`src/hw/rtl/jts_pkg.sv`:
```
// Shared types, codes and character tables for the JSON token scanner.
package jts_pkg;

  // Scanner states; codes not listed fall back to the between-tokens behavior.
  typedef enum logic [4:0] {
    ST_IDLE    = 5'd0,
    ST_LIT     = 5'd1,
    ST_STR     = 5'd2,
    ST_ESC     = 5'd3,
    ST_HEX     = 5'd4,
    ST_MINUS   = 5'd5,
    ST_ZERO    = 5'd6,
    ST_INT     = 5'd7,
    ST_FRAC0   = 5'd8,
    ST_FRAC    = 5'd9,
    ST_EXP0    = 5'd10,
    ST_EXPSIGN = 5'd11,
    ST_EXPD    = 5'd12
  } scan_state_e;

  // Token kinds
  localparam logic [3:0] TK_LBRACE = 4'd0;
  localparam logic [3:0] TK_RBRACE = 4'd1;
  localparam logic [3:0] TK_COLON  = 4'd2;
  localparam logic [3:0] TK_COMMA  = 4'd3;
  localparam logic [3:0] TK_LBRACK = 4'd4;
  localparam logic [3:0] TK_RBRACK = 4'd5;
  localparam logic [3:0] TK_STRING = 4'd6;
  localparam logic [3:0] TK_NUMBER = 4'd7;
  localparam logic [3:0] TK_BOOL   = 4'd8;
  localparam logic [3:0] TK_NULL   = 4'd9;
  localparam logic [3:0] TK_EOF    = 4'd10;

  // Error codes
  localparam logic [3:0] ERR_NONE     = 4'd0;
  localparam logic [3:0] ERR_BAD_CHAR = 4'd1;
  localparam logic [3:0] ERR_LITERAL  = 4'd2;
  localparam logic [3:0] ERR_UNTERM   = 4'd3;
  localparam logic [3:0] ERR_CTRL     = 4'd4;
  localparam logic [3:0] ERR_HEX      = 4'd5;
  localparam logic [3:0] ERR_ESCAPE   = 4'd6;
  localparam logic [3:0] ERR_MINUS    = 4'd7;
  localparam logic [3:0] ERR_FRAC     = 4'd8;
  localparam logic [3:0] ERR_EXP      = 4'd9;

  // Literal selectors
  localparam logic [1:0] LIT_TRUE  = 2'd0;
  localparam logic [1:0] LIT_FALSE = 2'd1;
  localparam logic [1:0] LIT_NULL  = 2'd2;

  localparam logic [7:0] CTRL_MAX  = 8'h1f;
  localparam logic [2:0] HEX_DIGITS = 3'd4;
  localparam int unsigned FIFO_DEPTH = 4;
  localparam int unsigned FIFO_AW    = $clog2(FIFO_DEPTH);

  // One result word
  typedef struct packed {
    logic [3:0] kind;
    logic       done;
    logic [7:0] text;
    logic       text_valid;
    logic [3:0] err;
    logic       last;
  } result_t;

  function automatic result_t mk_result(logic [3:0] kind, logic done, logic [7:0] text,
                                        logic text_valid, logic [3:0] err);
    result_t r;
    r.kind       = kind;
    r.done       = done;
    r.text       = text_valid ? text : 8'd0;
    r.text_valid = text_valid;
    r.err        = err;
    r.last       = 1'b0;
    return r;
  endfunction

  // Character of a literal word at a position, zero past its end.
  function automatic logic [7:0] lit_char(logic [1:0] kind, logic [3:0] pos);
    logic [7:0] ch;
    ch = 8'd0;
    unique case (kind)
      LIT_FALSE: begin
        unique case (pos)
          4'd0: ch = "f";
          4'd1: ch = "a";
          4'd2: ch = "l";
          4'd3: ch = "s";
          4'd4: ch = "e";
          default: ch = 8'd0;
        endcase
      end
      LIT_NULL: begin
        unique case (pos)
          4'd0: ch = "n";
          4'd1: ch = "u";
          4'd2: ch = "l";
          4'd3: ch = "l";
          default: ch = 8'd0;
        endcase
      end
      default: begin
        unique case (pos)
          4'd0: ch = "t";
          4'd1: ch = "r";
          4'd2: ch = "u";
          4'd3: ch = "e";
          default: ch = 8'd0;
        endcase
      end
    endcase
    return ch;
  endfunction

  function automatic logic is_digit(logic [7:0] c);
    return (c >= "0") && (c <= "9");
  endfunction

  function automatic logic is_hex(logic [7:0] c);
    return is_digit(c) || ((c >= "a") && (c <= "f")) || ((c >= "A") && (c <= "F"));
  endfunction

  function automatic logic is_exp(logic [7:0] c);
    return (c == "e") || (c == "E");
  endfunction

endpackage

```
`src/hw/rtl/jts_core.sv`:
```
// Scanner state machine: one byte in, up to two result words out per cycle that fire_i is high.
module jts_core (
  input  logic             clk_i,
  input  logic             rst_ni,
  input  logic             fire_i,
  input  logic [7:0]       byte_i,
  input  logic             eoi_i,
  output logic [1:0]       count_o,
  output jts_pkg::result_t res0_o,
  output jts_pkg::result_t res1_o
);
  import jts_pkg::*;

  typedef enum logic [2:0] {
    ACT_NONE,
    ACT_TEXT,
    ACT_FAIL,
    ACT_DONE,
    ACT_FINISH,
    ACT_IDLE
  } act_e;

  scan_state_e state_q, state_d;
  logic [2:0]  hex_q, hex_d;
  logic [1:0]  lkind_q, lkind_d;
  logic [2:0]  lpos_q, lpos_d;
  logic [3:0]  err_q, err_d;

  logic [7:0]  c;
  logic        eoi;
  act_e        act;
  logic [3:0]  act_kind;
  logic [3:0]  act_code;
  scan_state_e text_next;
  logic [1:0]  lkind_eff;
  logic [7:0]  lit_want;
  logic [3:0]  lpos_next;
  logic [2:0]  hex_dec;

  // Between-tokens scan of the current byte
  logic        id_put;
  result_t     id_res;
  scan_state_e id_next;
  logic        id_lit;
  logic [1:0]  id_lkind;
  logic [3:0]  id_err;

  assign eoi = eoi_i || (byte_i == 8'd0);
  assign c   = eoi ? 8'd0 : byte_i;

  always_comb begin
    id_put   = 1'b1;
    id_res   = mk_result(TK_LBRACE, 1'b1, 8'd0, 1'b0, ERR_NONE);
    id_next  = ST_IDLE;
    id_lit   = 1'b0;
    id_lkind = LIT_TRUE;
    id_err   = ERR_NONE;
    if (eoi) begin
      id_res = mk_result(TK_EOF, 1'b1, 8'd0, 1'b0, ERR_NONE);
    end else begin
      priority case (c)
        " ", 8'h09, 8'h0a, 8'h0d: id_put = 1'b0;
        "{": id_res = mk_result(TK_LBRACE, 1'b1, 8'd0, 1'b0, ERR_NONE);
        "}": id_res = mk_result(TK_RBRACE, 1'b1, 8'd0, 1'b0, ERR_NONE);
        ":": id_res = mk_result(TK_COLON, 1'b1, 8'd0, 1'b0, ERR_NONE);
        ",": id_res = mk_result(TK_COMMA, 1'b1, 8'd0, 1'b0, ERR_NONE);
        "[": id_res = mk_result(TK_LBRACK, 1'b1, 8'd0, 1'b0, ERR_NONE);
        "]": id_res = mk_result(TK_RBRACK, 1'b1, 8'd0, 1'b0, ERR_NONE);
        "t", "f", "n": begin
          id_put   = 1'b0;
          id_lit   = 1'b1;
          id_next  = ST_LIT;
          id_lkind = (c == "t") ? LIT_TRUE : ((c == "f") ? LIT_FALSE : LIT_NULL);
        end
        "\"": begin
          id_put  = 1'b0;
          id_next = ST_STR;
        end
        "-": begin
          id_res  = mk_result(TK_NUMBER, 1'b0, c, 1'b1, ERR_NONE);
          id_next = ST_MINUS;
        end
        "0": begin
          id_res  = mk_result(TK_NUMBER, 1'b0, c, 1'b1, ERR_NONE);
          id_next = ST_ZERO;
        end
        default: begin
          if (is_digit(c)) begin
            id_res  = mk_result(TK_NUMBER, 1'b0, c, 1'b1, ERR_NONE);
            id_next = ST_INT;
          end else begin
            id_res = mk_result(TK_LBRACE, 1'b0, 8'd0, 1'b0, ERR_BAD_CHAR);
            id_err = ERR_BAD_CHAR;
          end
        end
      endcase
    end
  end

  assign lkind_eff = (lkind_q == 2'd3) ? LIT_TRUE : lkind_q;
  assign lit_want  = lit_char(lkind_eff, {1'b0, lpos_q});
  assign lpos_next = {1'b0, lpos_q} + 4'd1;
  assign hex_dec   = hex_q - 3'd1;

  // Decide what the byte does in the current state
  always_comb begin
    act       = ACT_NONE;
    act_kind  = TK_NUMBER;
    act_code  = ERR_NONE;
    text_next = ST_IDLE;
    unique case (state_q)
      ST_LIT: begin
        if (eoi || (lit_want == 8'd0) || (c != lit_want)) begin
          act      = ACT_FAIL;
          act_code = ERR_LITERAL;
        end else if (lpos_next[3] || (lit_char(lkind_eff, lpos_next) == 8'd0)) begin
          act      = ACT_DONE;
          act_kind = (lkind_eff == LIT_NULL) ? TK_NULL : TK_BOOL;
        end
      end
      ST_STR: begin
        act_kind = TK_STRING;
        if (eoi) begin
          act = ACT_FAIL; act_code = ERR_UNTERM;
        end else if (c == "\"") begin
          act = ACT_DONE;
        end else if (c == "\\") begin
          act = ACT_TEXT; text_next = ST_ESC;
        end else if (c <= CTRL_MAX) begin
          act = ACT_FAIL; act_code = ERR_CTRL;
        end else begin
          act = ACT_TEXT; text_next = ST_STR;
        end
      end
      ST_ESC: begin
        act_kind = TK_STRING;
        if (eoi) begin
          act = ACT_FAIL; act_code = ERR_ESCAPE;
        end else if (c == "\"" || c == "\\" || c == "/" || c == "b" ||
                     c == "f" || c == "n" || c == "r" || c == "t") begin
          act = ACT_TEXT; text_next = ST_STR;
        end else if (c == "u") begin
          act = ACT_TEXT; text_next = ST_HEX;
        end else begin
          act = ACT_FAIL; act_code = ERR_ESCAPE;
        end
      end
      ST_HEX: begin
        act_kind = TK_STRING;
        if (eoi || !is_hex(c)) begin
          act = ACT_FAIL; act_code = ERR_HEX;
        end else begin
          act       = ACT_TEXT;
          text_next = (hex_dec == 3'd0) ? ST_STR : ST_HEX;
        end
      end
      ST_MINUS: begin
        if (c == "0") begin
          act = ACT_TEXT; text_next = ST_ZERO;
        end else if (is_digit(c)) begin
          act = ACT_TEXT; text_next = ST_INT;
        end else begin
          act = ACT_FAIL; act_code = ERR_MINUS;
        end
      end
      ST_ZERO: begin
        if (c == ".") begin
          act = ACT_TEXT; text_next = ST_FRAC0;
        end else if (is_exp(c)) begin
          act = ACT_TEXT; text_next = ST_EXP0;
        end else begin
          act = ACT_FINISH;
        end
      end
      ST_INT: begin
        if (is_digit(c)) begin
          act = ACT_TEXT; text_next = ST_INT;
        end else if (c == ".") begin
          act = ACT_TEXT; text_next = ST_FRAC0;
        end else if (is_exp(c)) begin
          act = ACT_TEXT; text_next = ST_EXP0;
        end else begin
          act = ACT_FINISH;
        end
      end
      ST_FRAC0: begin
        if (is_digit(c)) begin
          act = ACT_TEXT; text_next = ST_FRAC;
        end else begin
          act = ACT_FAIL; act_code = ERR_FRAC;
        end
      end
      ST_FRAC: begin
        if (is_digit(c)) begin
          act = ACT_TEXT; text_next = ST_FRAC;
        end else if (is_exp(c)) begin
          act = ACT_TEXT; text_next = ST_EXP0;
        end else begin
          act = ACT_FINISH;
        end
      end
      ST_EXP0: begin
        if (c == "+" || c == "-") begin
          act = ACT_TEXT; text_next = ST_EXPSIGN;
        end else if (is_digit(c)) begin
          act = ACT_TEXT; text_next = ST_EXPD;
        end else begin
          act = ACT_FAIL; act_code = ERR_EXP;
        end
      end
      ST_EXPSIGN: begin
        if (is_digit(c)) begin
          act = ACT_TEXT; text_next = ST_EXPD;
        end else begin
          act = ACT_FAIL; act_code = ERR_EXP;
        end
      end
      ST_EXPD: begin
        if (is_digit(c)) begin
          act = ACT_TEXT; text_next = ST_EXPD;
        end else begin
          act = ACT_FINISH;
        end
      end
      default: act = ACT_IDLE;
    endcase
  end

  // Apply the action: result words and next state
  always_comb begin
    state_d = state_q;
    hex_d   = hex_q;
    lkind_d = lkind_q;
    lpos_d  = lpos_q;
    err_d   = err_q;
    count_o = 2'd0;
    res0_o  = mk_result(TK_LBRACE, 1'b0, 8'd0, 1'b0, ERR_NONE);
    res1_o  = mk_result(TK_LBRACE, 1'b0, 8'd0, 1'b0, ERR_NONE);
    if (fire_i) begin
      if (err_q != ERR_NONE) begin
        count_o = 2'd1;
        res0_o  = mk_result(TK_LBRACE, 1'b0, 8'd0, 1'b0, err_q);
      end else begin
        unique case (act)
          ACT_NONE: begin
            if (state_q == ST_LIT) lpos_d = lpos_next[2:0];
          end
          ACT_TEXT: begin
            count_o = 2'd1;
            res0_o  = mk_result(act_kind, 1'b0, c, 1'b1, ERR_NONE);
            state_d = text_next;
            if (state_q == ST_ESC) hex_d = HEX_DIGITS;
            if (state_q == ST_HEX) hex_d = hex_dec;
          end
          ACT_FAIL: begin
            count_o = 2'd1;
            res0_o  = mk_result(TK_LBRACE, 1'b0, 8'd0, 1'b0, act_code);
            err_d   = act_code;
            state_d = ST_IDLE;
          end
          ACT_DONE: begin
            count_o = 2'd1;
            res0_o  = mk_result(act_kind, 1'b1, 8'd0, 1'b0, ERR_NONE);
            state_d = ST_IDLE;
            if (state_q == ST_LIT) lpos_d = lpos_next[2:0];
          end
          ACT_FINISH, ACT_IDLE: begin
            state_d = id_next;
            if (id_lit) begin
              lkind_d = id_lkind;
              lpos_d  = 3'd1;
            end
            if (id_err != ERR_NONE) err_d = id_err;
            if (act == ACT_FINISH) begin
              res0_o  = mk_result(TK_NUMBER, 1'b1, 8'd0, 1'b0, ERR_NONE);
              res1_o  = id_res;
              count_o = id_put ? 2'd2 : 2'd1;
            end else begin
              res0_o  = id_res;
              count_o = id_put ? 2'd1 : 2'd0;
            end
          end
          default: ;
        endcase
      end
      // mark the final word of this byte
      if (count_o == 2'd2) res1_o.last = 1'b1;
      else if (count_o == 2'd1) res0_o.last = 1'b1;
    end
  end

  always_ff @(posedge clk_i or negedge rst_ni) begin
    if (!rst_ni) begin
      state_q <= ST_IDLE;
      hex_q   <= 3'd0;
      lkind_q <= LIT_TRUE;
      lpos_q  <= 3'd0;
      err_q   <= ERR_NONE;
    end else begin
      state_q <= state_d;
      hex_q   <= hex_d;
      lkind_q <= lkind_d;
      lpos_q  <= lpos_d;
      err_q   <= err_d;
    end
  end

endmodule

```
`src/hw/rtl/jts_fifo.sv`:
```
// Result queue: takes up to two words per cycle, hands out one.
module jts_fifo (
  input  logic             clk_i,
  input  logic             rst_ni,
  input  logic [1:0]       push_cnt_i,
  input  jts_pkg::result_t push0_i,
  input  jts_pkg::result_t push1_i,
  input  logic             pop_i,
  output logic             room2_o,
  output logic             valid_o,
  output jts_pkg::result_t data_o
);
  import jts_pkg::*;

  localparam logic [FIFO_AW:0] DEPTH_M2 = (FIFO_AW + 1)'(FIFO_DEPTH - 2);

  result_t            mem [FIFO_DEPTH];
  logic [FIFO_AW-1:0] wp_q, wp_d, rp_q, rp_d;
  logic [FIFO_AW:0]   cnt_q, cnt_d;
  logic               pop;

  assign valid_o = (cnt_q != '0);
  assign room2_o = (cnt_q <= DEPTH_M2);
  assign data_o  = mem[rp_q];
  assign pop     = pop_i && valid_o;

  always_comb begin
    wp_d  = wp_q + FIFO_AW'(push_cnt_i);
    rp_d  = rp_q + FIFO_AW'(pop);
    cnt_d = cnt_q + (FIFO_AW + 1)'(push_cnt_i) - (FIFO_AW + 1)'(pop);
  end

  always_ff @(posedge clk_i) begin
    if (push_cnt_i != 2'd0) mem[wp_q] <= push0_i;
    if (push_cnt_i == 2'd2) mem[wp_q + FIFO_AW'(1)] <= push1_i;
  end

  always_ff @(posedge clk_i or negedge rst_ni) begin
    if (!rst_ni) begin
      wp_q  <= '0;
      rp_q  <= '0;
      cnt_q <= '0;
    end else begin
      wp_q  <= wp_d;
      rp_q  <= rp_d;
      cnt_q <= cnt_d;
    end
  end

endmodule

```
`src/hw/rtl/json_token_scanner.sv`:
```
// Top level of the JSON token scanner: input register, scanner, result queue.
//
// Usage:
//   Slave channel s_axis_* carries one input byte per word: tdata holds the
//   byte, tlast flags end of input (a NUL byte does the same). Master channel
//   m_axis_* carries result words: tuser tells the token kind and flags,
//   tdata holds the text byte and error code, tlast marks the final word
//   caused by one input byte. A byte may cause zero, one or two words; two
//   happen when a number is ended by a byte that itself gives a word.
//   An accepted word passes the input register, then the result queue.
//   Throughput: one byte per cycle while the receiver keeps up; the output
//   side moves one word per cycle, so a byte that gives two words is
//   absorbed by the four-entry result queue.
//   The input register advances only when the queue has room for two words;
//   when the receiver stalls, the queue fills and s_axis_tready drops, and
//   every pending word holds until taken.
//   Reset clears the scanner to between tokens, drops any error code and
//   empties the queue. An error latches: every later byte gives one error
//   word with the same code until the next reset.
module json_token_scanner (
  input  logic        clk_i,
  input  logic        rst_ni,
  input  logic        s_axis_tvalid,
  output logic        s_axis_tready,
  input  logic [7:0]  s_axis_tdata,   // [7:0] data_byte
  input  logic        s_axis_tlast,   // end_of_input
  output logic        m_axis_tvalid,
  input  logic        m_axis_tready,
  output logic [15:0] m_axis_tdata,   // [7:0] text_byte, [11:8] error_code, [15:12] zero
  output logic [5:0]  m_axis_tuser,   // [3:0] token_kind, [4] token_done, [5] text_valid
  output logic        m_axis_tlast    // last
);
  import jts_pkg::*;

  logic       in_valid_q;
  logic [7:0] in_byte_q;
  logic       in_eoi_q;
  logic       fire;
  logic       room2;
  logic [1:0] res_cnt;
  result_t    res0, res1, head;

  // Scan the held byte once the queue can take both possible words
  assign fire          = in_valid_q && room2;
  assign s_axis_tready = !in_valid_q || fire;

  always_ff @(posedge clk_i or negedge rst_ni) begin
    if (!rst_ni) begin
      in_valid_q <= 1'b0;
    end else if (s_axis_tready) begin
      in_valid_q <= s_axis_tvalid;
    end
  end

  // Payload holds no reset
  always_ff @(posedge clk_i) begin
    if (s_axis_tready && s_axis_tvalid) begin
      in_byte_q <= s_axis_tdata;
      in_eoi_q  <= s_axis_tlast;
    end
  end

  jts_core u_core (
    .clk_i   (clk_i),
    .rst_ni  (rst_ni),
    .fire_i  (fire),
    .byte_i  (in_byte_q),
    .eoi_i   (in_eoi_q),
    .count_o (res_cnt),
    .res0_o  (res0),
    .res1_o  (res1)
  );

  jts_fifo u_fifo (
    .clk_i      (clk_i),
    .rst_ni     (rst_ni),
    .push_cnt_i (res_cnt),
    .push0_i    (res0),
    .push1_i    (res1),
    .pop_i      (m_axis_tready),
    .room2_o    (room2),
    .valid_o    (m_axis_tvalid),
    .data_o     (head)
  );

  // Pack the head word onto the master channel
  assign m_axis_tdata = {4'd0, head.err, head.text};
  assign m_axis_tuser = {head.text_valid, head.done, head.kind};
  assign m_axis_tlast = head.last;

endmodule

```
`config.mk`:
```
export PLATFORM = sky130hd
export DESIGN_NAME = json_token_scanner
export DESIGN_NICKNAME = d
export VERILOG_FILES = /design/src/hw/rtl/jts_pkg.sv /design/src/hw/rtl/jts_core.sv /design/src/hw/rtl/jts_fifo.sv /design/src/hw/rtl/json_token_scanner.sv
export SDC_FILE = /design/constraint.sdc
export NUM_CORES = 1
export LEC_CHECK = 0
export ABC_AREA = 1
export BUFFER_PORTS_ARGS = -buffer_cell sky130_fd_sc_hd__clkbuf_2
export CAP_MARGIN = 20
export CORE_MARGIN = 5
export CORE_UTILIZATION = 60
export DETAILED_ROUTE_END_ITERATION = 7
export PLACE_DENSITY = 0.76
export SYNTH_ARGS = -nofsm -noshare
export SYNTH_HDL_FRONTEND = slang
export SYNTH_SLANG_ARGS = --single-unit
```
`constraint.sdc`:
```
create_clock -name clk_i -period 4 [get_ports clk_i]
set_input_delay 0.4 -clock clk_i [delete_from_list [all_inputs] [get_ports clk_i]]
set_output_delay 0.4 -clock clk_i [all_outputs]
set_load 0.01 [all_outputs]
```
; ---- Yosys cells after proc, flatten, opt, wreduce, memory -nomap -nowiden
; Memory sizes are Yosys's and may differ from the RTL's.
; Index checks and enable logic that the tools add are counted.
[totals]
reg_bits = 34
ramBits = 76
input_bits = 13
output_inout_bits = 25
mem_count = 1
[classes]
add_sub_neg = 7
n_lt_le_gt_ge = 8
n_eq_ne = 60
mux = 115
bitwise = 1
reduce_logical = 60
[memory_table]
columns = name, words, word_bits, read_ports, rd_ports_with_merged_regs, wr, line
row1 = u_fifo.mem, 4, 19, 1, 0, 2, jts_fifo.sv:17  ; result_t mem [FIFO_DEPTH];
[ops]
columns = operator, count
row1 = 2-to-1 mux 19 bit, 8
row2 = case mux 19 bit (7 select lines), 1
row3 = "equality test 8 x 7 -> 1 bit, second input constant", 13
row4 = case mux 19 bit (4 select lines), 1
row5 = "equality test 8 x 6 -> 1 bit, second input constant", 9
row6 = 2-to-1 mux 3 bit, 24
row7 = 2-to-1 mux 4 bit, 18
row8 = case mux 7 bit (5 select lines), 2
row9 = case mux 7 bit (4 select lines), 2
row10 = 2-to-1 mux 5 bit, 11
row11 = case mux 5 bit (10 select lines), 1
row12 = case mux 7 bit (3 select lines), 2
row13 = 2-to-1 mux 2 bit, 17
row14 = case mux 3 bit (11 select lines), 1
row15 = case mux 4 bit (8 select lines), 1
row16 = case mux 8 bit (2 select lines), 2
row17 = "equality test 5 x 4 -> 1 bit, second input constant", 5
row18 = case mux 5 bit (5 select lines), 1
row19 = "equality test 8 x 4 -> 1 bit, second input constant", 3
row20 = zero test 8 bit, 3
row21 = 2-to-1 mux 8 bit, 3
row22 = "equality test 5 x 3 -> 1 bit, second input constant", 4
row23 = 2-to-1 mux 18 bit, 1
row24 = logical OR 1 bit, 17
row25 = 47 further kinds, 101

; ---- Longest topological paths before layout
; Gate-level depths: netlist of run 1.
[logic_depth]
ltp_word = 23
ltp_mapped = 23

; ---- Modules after synthesis
; A second synthesis of run 1 with hierarchy kept.
[hier_totals]
hier_cells = 1038
area_unflattened_um2 = 7729.9
[modules_own_cells]
columns = module, instances, cells_each, area_per_inst_um2, seq_area_each_um2
row1 = jts_fifo, 1, 449, 4182.8, 2457.4
row2 = jts_core, 1, 567, 3190.6, 400.4
row3 = json_token_scanner, 1, 22, 356.6, 295.3

; ---- Worst setup path before layout of run 1
; Ideal clock, no wire load.
[synth_path]
path_type = flip-flop to flip-flop
start = register in_byte_q[7]
end = memory u_fifo.mem[2][0] (netlist bit) (enable)
setup_time_ps = 372
t_arrival_ps = 3212
t_required_ps = 3628
slack_ps = 417
stages_incl_launch_ff = 22
n_path_buf = 2
cell_sequence = edfxtp_1 > inv_2 > nand2_1 > nor2_1 > nand2_2 > nand3_2 > inv_2 > o21ai_2 > nand2_2 > buf_4 > nand3_1 > nand2_1 > nor2_2 > inv_1 > ha_1 > nand2_1 > o2111ai_1 > nand2_1 > nand2_4 > nand2_2 > buf_4 > nand2_1
[synth_lines]
columns = item, line
row1 = start: declaration, json_token_scanner.sv:36  ; logic [7:0] in_byte_q;
row2 = start signal: assignment, json_token_scanner.sv:58  ; in_byte_q <= s_axis_tdata;
row3 = end: declaration, jts_fifo.sv:17

==> flow_results.xml, run 1 <==
<?xml version="1.0" encoding="UTF-8"?>
<metrics>
  <group name="logic_synthesis">
    <metric name="asyncSetResetFlopFracSynth" unit="">0.2202</metric>
    <metric name="synth_flop_cell" unit="">edfxtp_1</metric>
    <metric name="synth_area_per_cell" unit="µm²">7.266</metric>
    <metric name="yosysWarningCount" unit="">0</metric>
    <metric name="synth_sequential_area_ratio" unit="">0.4021</metric>
    <metric name="synth_edf_count" unit="">73</metric>
    <metric name="post_synth_num_cell_types" unit="">54</metric>
    <metric name="netlist_area" unit="µm²">7542</metric>
    <metric name="yosys_register_bits" unit="">109</metric>
    <metric name="synthesis.instances" unit="">1038</metric>
  </group>
  <group name="floorplan">
    <metric name="io_pins" unit="">38</metric>
    <metric name="die_area" unit="µm²">14910</metric>
    <metric name="fp.coreArea" unit="µm²">12470</metric>
    <metric name="die_w" unit="µm">122.1</metric>
    <metric name="die_height" unit="µm">122.1</metric>
    <metric name="initial_core_util" unit="">0.6050</metric>
    <metric name="row_count" unit="">41</metric>
  </group>
  <group name="critical_path">
    <metric name="critical_path.endpoint" unit="">u_fifo.mem[1][16]</metric>
    <metric name="setup.worst_path.start_class" unit="">flip-flop</metric>
    <metric name="required_worst_endpoint" unit="ns">4.12</metric>
    <metric name="critPathTopFamily" unit="">simple AND/OR/NAND/NOR gates</metric>
    <metric name="critPathSlowestCell" unit="">edfxtp_1</metric>
    <metric name="r2r.worst_path.cells" unit="">19</metric>
    <metric name="critPathMaxFanout" unit="">18</metric>
    <metric name="timing.rr.end" unit="">u_fifo.mem[1][16]</metric>
    <metric name="ff2ff_setup_slack" unit="ns">0.37</metric>
    <metric name="worstPathCellList" unit="">inv_4, nand3_2, nor2_1, nand3_1, nand2_1, inv_2, nand3_1, nand2_1, nor2_2, inv_1, ha_1, nand2_1, o2111ai_1, nand2_1, nand2_4, nand2_2, inv_2, nand2_1, nand2_1</metric>
    <metric name="critical_path.n_buffers_inverters" unit="">4</metric>
    <metric name="worst_setup_path_end_kind" unit="">flip-flop</metric>
    <metric name="critical_path_arrival" unit="ns">3.75</metric>
    <metric name="timing.critical_path.from" unit="">in_eoi_q</metric>
    <metric name="slowest_delay" unit="ns">0.52</metric>
    <metric name="worst-setup-path-type" unit="">flip-flop to flip-flop</metric>
    <metric name="path_depth" unit="">19</metric>
    <metric name="most_frequent_cell_on_the_critical_path" unit="">nand2_1</metric>
    <metric name="worstReg2RegStart" unit="">in_eoi_q</metric>
  </group>
  <group name="grt">
    <metric name="globalRouteOverflowTotal" unit="">0</metric>
    <metric name="grt_util_all_layers" unit="">0.2936</metric>
    <metric name="grt_antenna_before_repair" unit="">0</metric>
    <metric name="grt_pass1_wl" unit="µm">34000</metric>
    <metric name="vias_in_the_first_global_route" unit="">6761</metric>
    <metric name="largest_net_degree_at_the_start_of_global_routing" unit="">41</metric>
  </group>
  <group name="sta">
    <metric name="final_clock_period_utilization_by_the_worst_path" unit="">0.9068</metric>
    <metric name="fin_worst_skew" unit="ns">0.01240</metric>
    <metric name="worstMarginPinSlew" unit="ns">0.7935</metric>
    <metric name="totalNegativeSetupSlack" unit="ns">0</metric>
    <metric name="drv_slew" unit="">0</metric>
    <metric name="timing.max_slew.rel_slack" unit="">0.4666</metric>
    <metric name="grt_setup_unrepaired" unit="">no</metric>
    <metric name="clock.fmax" unit="GHz">0.2757</metric>
    <metric name="hold_violations" unit="">0</metric>
    <metric name="setup_viol_count_final" unit="">0</metric>
    <metric name="fin_crit" unit="ns">3.627</metric>
  </group>
  <group name="clock_tree">
    <metric name="ctsHtreeMaxLevel" unit="">3</metric>
    <metric name="post_cts_resized" unit="">0</metric>
    <metric name="tritoncts" unit="">built</metric>
    <metric name="tritoncts.num_buffers" unit="">9</metric>
    <metric name="max-clock-path-buffers" unit="">2</metric>
    <metric name="clock_sink_count" unit="">109</metric>
    <metric name="postCtsHoldBufs" unit="">0</metric>
    <metric name="clk_pin_slew_worst_paths" unit="ns">0.07</metric>
    <metric name="setup_fix_buffers_added_after_clock_tree_synthesis" unit="">0</metric>
    <metric name="clkLatencyLatePin" unit="ns">0.36</metric>
    <metric name="cts_root_buf" unit="">clkbuf_16</metric>
  </group>
  <group name="layout">
    <metric name="post-route-cell-area" unit="µm²">8234</metric>
    <metric name="antenna_diode_count" unit="">0</metric>
    <metric name="stdcell_count" unit="">1253</metric>
    <metric name="syn_to_final_growth" unit="%">9.174</metric>
    <metric name="post_route_cells_drive_above_1_share" unit="">0.1341</metric>
    <metric name="layout.nets" unit="">1106</metric>
  </group>
  <group name="run_status">
    <metric name="outcome" unit="">finished, final reports clean</metric>
  </group>
  <group name="detailed_routing">
    <metric name="routed_wire_length_per_instance" unit="µm">16.63</metric>
    <metric name="detail_route.drc_violations" unit="">0</metric>
    <metric name="drt_first_pass_iters" unit="">5</metric>
    <metric name="drt_iter0_drc" unit="">724</metric>
    <metric name="wl" unit="µm">20840</metric>
    <metric name="drt.antenna.violating_nets" unit="">0</metric>
    <metric name="dr_total_vias" unit="">7119</metric>
    <metric name="vias_per_cell" unit="">5.682</metric>
  </group>
  <group name="pwr">
    <metric name="cellPowerDensity" unit="nW/µm²">656.5</metric>
    <metric name="worst_ir_drop_vdd" unit="V">0.0002948</metric>
    <metric name="total_leakage_power" unit="nW">3.674</metric>
    <metric name="report.power.total" unit="W">0.005406</metric>
  </group>
  <group name="placed_design">
    <metric name="placed_cells" unit="">1236</metric>
    <metric name="hpwl" unit="µm">16060</metric>
    <metric name="routabilityCongestion" unit="">1.097</metric>
    <metric name="detailed_place.area" unit="µm²">7903</metric>
    <metric name="portBuffers" unit="">33</metric>
  </group>
  <group name="job">
    <metric name="cap_viol_max_count" unit="">0</metric>
  </group>
  <group name="hold_path">
    <metric name="worst_hold_path_type" unit="">primary input to async pin</metric>
  </group>
</metrics>
==> through the flow <==
| step | util | hold slack [ns] | setup slack [ns] |
|---|---|---|---|
| finish | 0.6605 | 0.07108 | 0.3728 |
| global route | 0.6605 | 0.1250 | 0.02950 |
| CTS | 0.6583 | 0.09227 | 0.4165 |
| detailed placement | 0.6339 | 0.4545 | 0.4359 |
| global placement | 0.6339 | 0.4548 | 0.4610 |
| floorplan | - | 0.1044 | 0.4167 |
==> cell usage in the layout, fill, tap and decap left out, drive strengths merged, types with 2 or more instances in the layout <==
cell type,instances
inv,134
o21ai,98
clkbuf,45
buf,23
edfxtp,73
o211ai,4
nor2,179
nand2,271
o22ai,25
or2,2
nand4,17
a31oi,3
xor2,6
ha,16
xnor2,2
dfxtp,12
nor3,14
a21oi,20
a21boi,2
nand3,89
a22oi,2
nor4,3
conb,4
clkinv,3
o31ai,2
dfrtp,24
==> logic make-up after synthesis <==
kind of cell / count (synthesis) / share of synthesized area
AOI/OAI and AO/OA: 160 / 0.1198
xor gates and xnor gates: 8 / 0.009290
adders and majority gates: 17 / 0.02920
buffers and inverters: 165 / 0.09257
DFF: 109 / 0.4021
other: 1 / 0.0004972
and+or+nand+nor: 578 / 0.3465
==> report_power, final <==
part | total (W) | internal [W] | switching (W)
logic | 0.00282 | 0.000886 | 0.00194
clock network | 0.000915 | 0.000488 | 0.000427
registers | 0.00167 | 0.00150 | 0.000174
==> Yosys cell counts (2+ instances only) <==
library cell | instances | area share
o22ai_1 | 25 | 0.021
dfxtp_1 | 12 | 0.032
xnor2_1 | 2 | 0.0023
edfxtp_1 | 73 | 0.29
nor2_4 | 6 | 0.0090
nor3_1 | 12 | 0.0080
buf_2 | 6 | 0.0040
nand2_1 | 260 | 0.13
o21ai_2 | 4 | 0.0046
nand4_1 | 16 | 0.013
inv_2 | 20 | 0.010
nor2_1 | 164 | 0.082
nor2_2 | 8 | 0.0066
or2_2 | 2 | 0.0017
xor2_1 | 6 | 0.0070
dfrtp_1 | 24 | 0.080
nor3_2 | 2 | 0.0027
nand3_1 | 76 | 0.050
a31oi_1 | 3 | 0.0025
ha_1 | 16 | 0.027
clkbuf_1 | 12 | 0.0060
nand3_2 | 8 | 0.011
o31ai_1 | 2 | 0.0020
o211ai_1 | 4 | 0.0040
nand2_2 | 9 | 0.0075
a21oi_1 | 18 | 0.012
o21ai_1 | 20 | 0.013
a22oi_1 | 2 | 0.0020
nand2_4 | 2 | 0.0030
buf_4 | 8 | 0.0080
o21ai_0 | 74 | 0.049
nor4_2 | 2 | 0.0033
buf_6 | 5 | 0.0075
nand3_4 | 5 | 0.012
inv_1 | 111 | 0.055
==> per-layer routing <==
metal	global-route usage	vias to the layer above	share of wire
li1	-	3493	-
met1	0.3800	3221	0.41
met2	0.4824	331	0.47
met3	0.04875	74	0.078
met4	0.1379	0	0.047
met5	0	-	0
==> registers in the layout, summed over array words and instances (netlist names), 3 cells and up <==
register / count
u_core.lpos_q: 3
u_fifo.cnt_q: 3
u_core.state_q: 4
u_fifo.mem: 76
in_byte_q: 8
u_core.hex_q: 3
u_core.err_q: 4
==> how the worst min path moves through the flow <==
stage	startpoint	end	slack, ns
floorplan	rst_ni	in_valid_q	0.10
global placement	u_fifo.mem[2][2]	u_fifo.mem[2][2]	0.45
detailed placement	u_fifo.mem[2][4]	u_fifo.mem[2][4]	0.45
CTS	rst_ni	u_core.lpos_q[0]	0.09
global route	rst_ni	u_fifo.rp_q[0]	0.13
finish	rst_ni	u_fifo.rp_q[0]	0.07
==> final cells by class <==
type	instances	area (µm²)
clock buffers	12	269.0
clock inverters	4	35.03
fillers	1097	4232
inverters	133	501.7
multi-input cells	767	3822
flip-flops and latches	109	3033
well taps	172	215.2
repair buffers	56	357.8
(Power assumes the default switching activity.)
==> run 2, diff against run 1 <==
--- a/config.mk
+++ b/config.mk
@@ -8,6 +8,7 @@
 export ABC_AREA = 1
 export BUFFER_PORTS_ARGS = -buffer_cell sky130_fd_sc_hd__clkbuf_2
 export CAP_MARGIN = 20
+export CORE_ASPECT_RATIO = 1.25
 export CORE_MARGIN = 5
 export CORE_UTILIZATION = 60
 export DETAILED_ROUTE_END_ITERATION = 7
==> flow_results.xml, run 2 (synthesis results as in run 1) <==
<?xml version="1.0" encoding="UTF-8"?>
<metrics>
  <group name="grt">
    <metric name="grt_util_all_layers" unit="">0.2973</metric>
    <metric name="globalRouteOverflowTotal" unit="">0</metric>
    <metric name="grt_pass1_wl" unit="µm">34160</metric>
    <metric name="largest_net_degree_at_the_start_of_global_routing" unit="">41</metric>
    <metric name="grt_antenna_before_repair" unit="">0</metric>
    <metric name="vias_in_the_first_global_route" unit="">6687</metric>
  </group>
  <group name="layout">
    <metric name="stdcell_count" unit="">1243</metric>
    <metric name="largest_reg_flops" unit="">76</metric>
    <metric name="mostFrequentLayoutCell" unit="">nand2_1</metric>
    <metric name="syn_to_final_growth" unit="%">8.543</metric>
    <metric name="most-common-layout-cells" unit="">nand2_1 (260), nor2_1 (164), inv_1 (111)</metric>
    <metric name="antenna_diode_count" unit="">0</metric>
    <metric name="top_flop_regs" unit="">u_fifo.mem: 76 flops, in_byte_q: 8 flops</metric>
    <metric name="layout.nets" unit="">1104</metric>
    <metric name="registers.top_by_ff_count" unit="">u_fifo.mem</metric>
    <metric name="nFillCells" unit="">1130</metric>
    <metric name="post_route_cells_drive_above_1_share" unit="">0.1325</metric>
  </group>
  <group name="clock_tree">
    <metric name="clk_pin_slew_worst_paths" unit="ns">0.08</metric>
    <metric name="tritoncts.num_buffers" unit="">9</metric>
    <metric name="tritoncts" unit="">built</metric>
    <metric name="clkLatencyLatePin" unit="ns">0.35</metric>
    <metric name="postCtsHoldBufs" unit="">0</metric>
    <metric name="post_cts_resized" unit="">0</metric>
    <metric name="max-clock-path-buffers" unit="">2</metric>
    <metric name="cts_root_buf" unit="">clkbuf_16</metric>
    <metric name="setup_fix_buffers_added_after_clock_tree_synthesis" unit="">0</metric>
    <metric name="clock_sink_count" unit="">109</metric>
    <metric name="ctsHtreeMaxLevel" unit="">3</metric>
  </group>
  <group name="pwr">
    <metric name="total_leakage_power" unit="nW">3.652</metric>
    <metric name="sw_frac_of_total" unit="">0.4772</metric>
    <metric name="share_clk_of_total_power" unit="">0.169</metric>
    <metric name="power.switching" unit="W">0.002556</metric>
    <metric name="report.power.total" unit="W">0.005357</metric>
    <metric name="cellPowerDensity" unit="nW/µm²">654.4</metric>
    <metric name="power.share.sequential" unit="">0.314</metric>
    <metric name="worst_ir_drop_vdd" unit="V">0.0003789</metric>
    <metric name="internal" unit="W">0.002801</metric>
    <metric name="comb_power_share" unit="">0.517</metric>
  </group>
  <group name="sta">
    <metric name="clock.fmax" unit="GHz">0.2715</metric>
    <metric name="grt_setup_unrepaired" unit="">no</metric>
    <metric name="fin_crit" unit="ns">3.683</metric>
    <metric name="drv_slew" unit="">0</metric>
    <metric name="timing.max_slew.rel_slack" unit="">0.3002</metric>
    <metric name="setup_viol_count_final" unit="">0</metric>
    <metric name="hold_violations" unit="">0</metric>
    <metric name="worstMarginPinSlew" unit="ns">1.049</metric>
    <metric name="totalNegativeSetupSlack" unit="ns">0</metric>
    <metric name="final_clock_period_utilization_by_the_worst_path" unit="">0.9209</metric>
    <metric name="fin_worst_skew" unit="ns">0.008623</metric>
  </group>
  <group name="detailed_routing">
    <metric name="wl" unit="µm">21490</metric>
    <metric name="detail_route.drc_violations" unit="">0</metric>
    <metric name="drt.antenna.violating_nets" unit="">0</metric>
    <metric name="dr_total_vias" unit="">7155</metric>
    <metric name="routed_length_on_met3" unit="µm">1286</metric>
    <metric name="met2RoutedLength" unit="µm">11050</metric>
    <metric name="routedLengthMet1" unit="µm">8190</metric>
    <metric name="drt_iter0_drc" unit="">569</metric>
    <metric name="drt_first_pass_iters" unit="">5</metric>
    <metric name="vias_per_cell" unit="">5.756</metric>
    <metric name="routed_wire_length_per_instance" unit="µm">17.29</metric>
    <metric name="highest_layer" unit="">met4</metric>
  </group>
  <group name="floorplan">
    <metric name="row_count" unit="">45</metric>
    <metric name="fp.coreArea" unit="µm²">12220</metric>
    <metric name="die_height" unit="µm">135.4</metric>
    <metric name="initial_core_util" unit="">0.6173</metric>
    <metric name="die_area" unit="µm²">14930</metric>
    <metric name="die_w" unit="µm">110.3</metric>
    <metric name="io_pins" unit="">38</metric>
  </group>
  <group name="critical_path">
    <metric name="timing.critical_path.from" unit="">in_byte_q[4]</metric>
    <metric name="critical_path_arrival" unit="ns">3.88</metric>
    <metric name="worstReg2RegStart" unit="">in_byte_q[4]</metric>
    <metric name="critPathMaxFanout" unit="">12</metric>
    <metric name="worst-setup-path-type" unit="">flip-flop to flip-flop</metric>
    <metric name="worst_setup_path_end_kind" unit="">flip-flop</metric>
    <metric name="required_worst_endpoint" unit="ns">4.19</metric>
    <metric name="setup.worst_path.start_class" unit="">flip-flop</metric>
  </group>
  <group name="run_status">
    <metric name="outcome" unit="">finished, final reports clean</metric>
  </group>
  <group name="hold_path">
    <metric name="worst_hold_path_type" unit="">primary input to async pin</metric>
  </group>
  <group name="job">
    <metric name="cap_viol_max_count" unit="">0</metric>
  </group>
  <group name="placed_design">
    <metric name="portBuffers" unit="">33</metric>
    <metric name="hpwl" unit="µm">16660</metric>
    <metric name="routabilityCongestion" unit="">1.034</metric>
    <metric name="placed_cells" unit="">1227</metric>
  </group>
</metrics>
-- run 2: changes by cell type in the layout (fill, tap and decap cells not counted) --
cell / delta
buf_16: -1
buf_4: -1
clkbuf_16: -1
clkbuf_2: -1
clkinv_8: +1
inv_8: +1
-- run 2: layer usage --
layer | vias up | track usage
met5 | - | 0
met2 | 305 | 0.5287
met1 | 3296 | 0.3559
met3 | 67 | 0.03338
li1 | 3487 | -
met4 | 0 | 0.1335
-- run 2: path summary, 6_finish.rpt --
kind                                         end  depth (start not counted)  slack (ns)
worst max-delay path            u_fifo.mem[2][5]                         21        0.32
worst min-delay path            u_core.lpos_q[2]                          1        0.05
worst max register to register  u_fifo.mem[2][5]                         21        0.32
worst min register to register  u_fifo.mem[3][3]                          2        0.47
max in group asynchronous         u_fifo.rp_q[1]                          1        3.54
min in group clk_i                      in_eoi_q                          1        0.22
-- run 2: stage by stage --
stage	setup slack (ns)	util	area (µm²)	hold slack, ns
CTS	0.3889	0.6700	8187	0.06896
detailed placement	0.4111	0.6454	7885	0.4445
global placement	0.5204	0.6454	7885	0.4471
global route	0.06182	0.6700	8187	0.09973
finish	0.3165	0.6700	8187	0.05227
floorplan	0.4167	-	7553	0.1044
-- run 2: power groups by stage --
stage / logic [W] / clock network [W] / registers, W
after global routing: 0.00307 / 0.000966 / 0.00171
after floorplan: 0.00200 / 0 / 0.00162
after detailed placement: 0.00273 / 0 / 0.00171
after CTS: 0.00275 / 0.000906 / 0.00168
after global placement: 0.00270 / 0 / 0.00170
final: 0.00277 / 0.000906 / 0.00168
-- run 2: layout make-up --
| cell class | instances | area (µm²) | area share |
|---|---|---|---|
| Inverter | 133 | 501.7 | 0.06129 |
| Sequential cell | 109 | 3033 | 0.3705 |
| Clock buffer | 10 | 239.0 | 0.02919 |
| Multi-Input combinational cell | 767 | 3822 | 0.4669 |
| Timing Repair Buffer | 54 | 322.8 | 0.03943 |
| Tap cell | 164 | 205.2 | 0.02506 |
| Clock inverter | 6 | 62.56 | 0.007642 |
-- run 2: critical path: stages, from the launching register on --
cell and delay (ns):
edfxtp_1 0.65, nor2_1 0.08, nand2_1 0.11, inv_1 0.05, nand2_2 0.12, nand3_2 0.13
inv_2 0.12, o21ai_2 0.09, nand2_2 0.11, buf_4 0.20, inv_2 0.10, nand2_1 0.09
nand3_1 0.10, nor2_1 0.20, nand4_1 0.21, nor2_2 0.24, nand2_2 0.15, nor2_1 0.21
inv_2 0.13, nor2_4 0.24, inv_1 0.09, o21ai_1 0.10
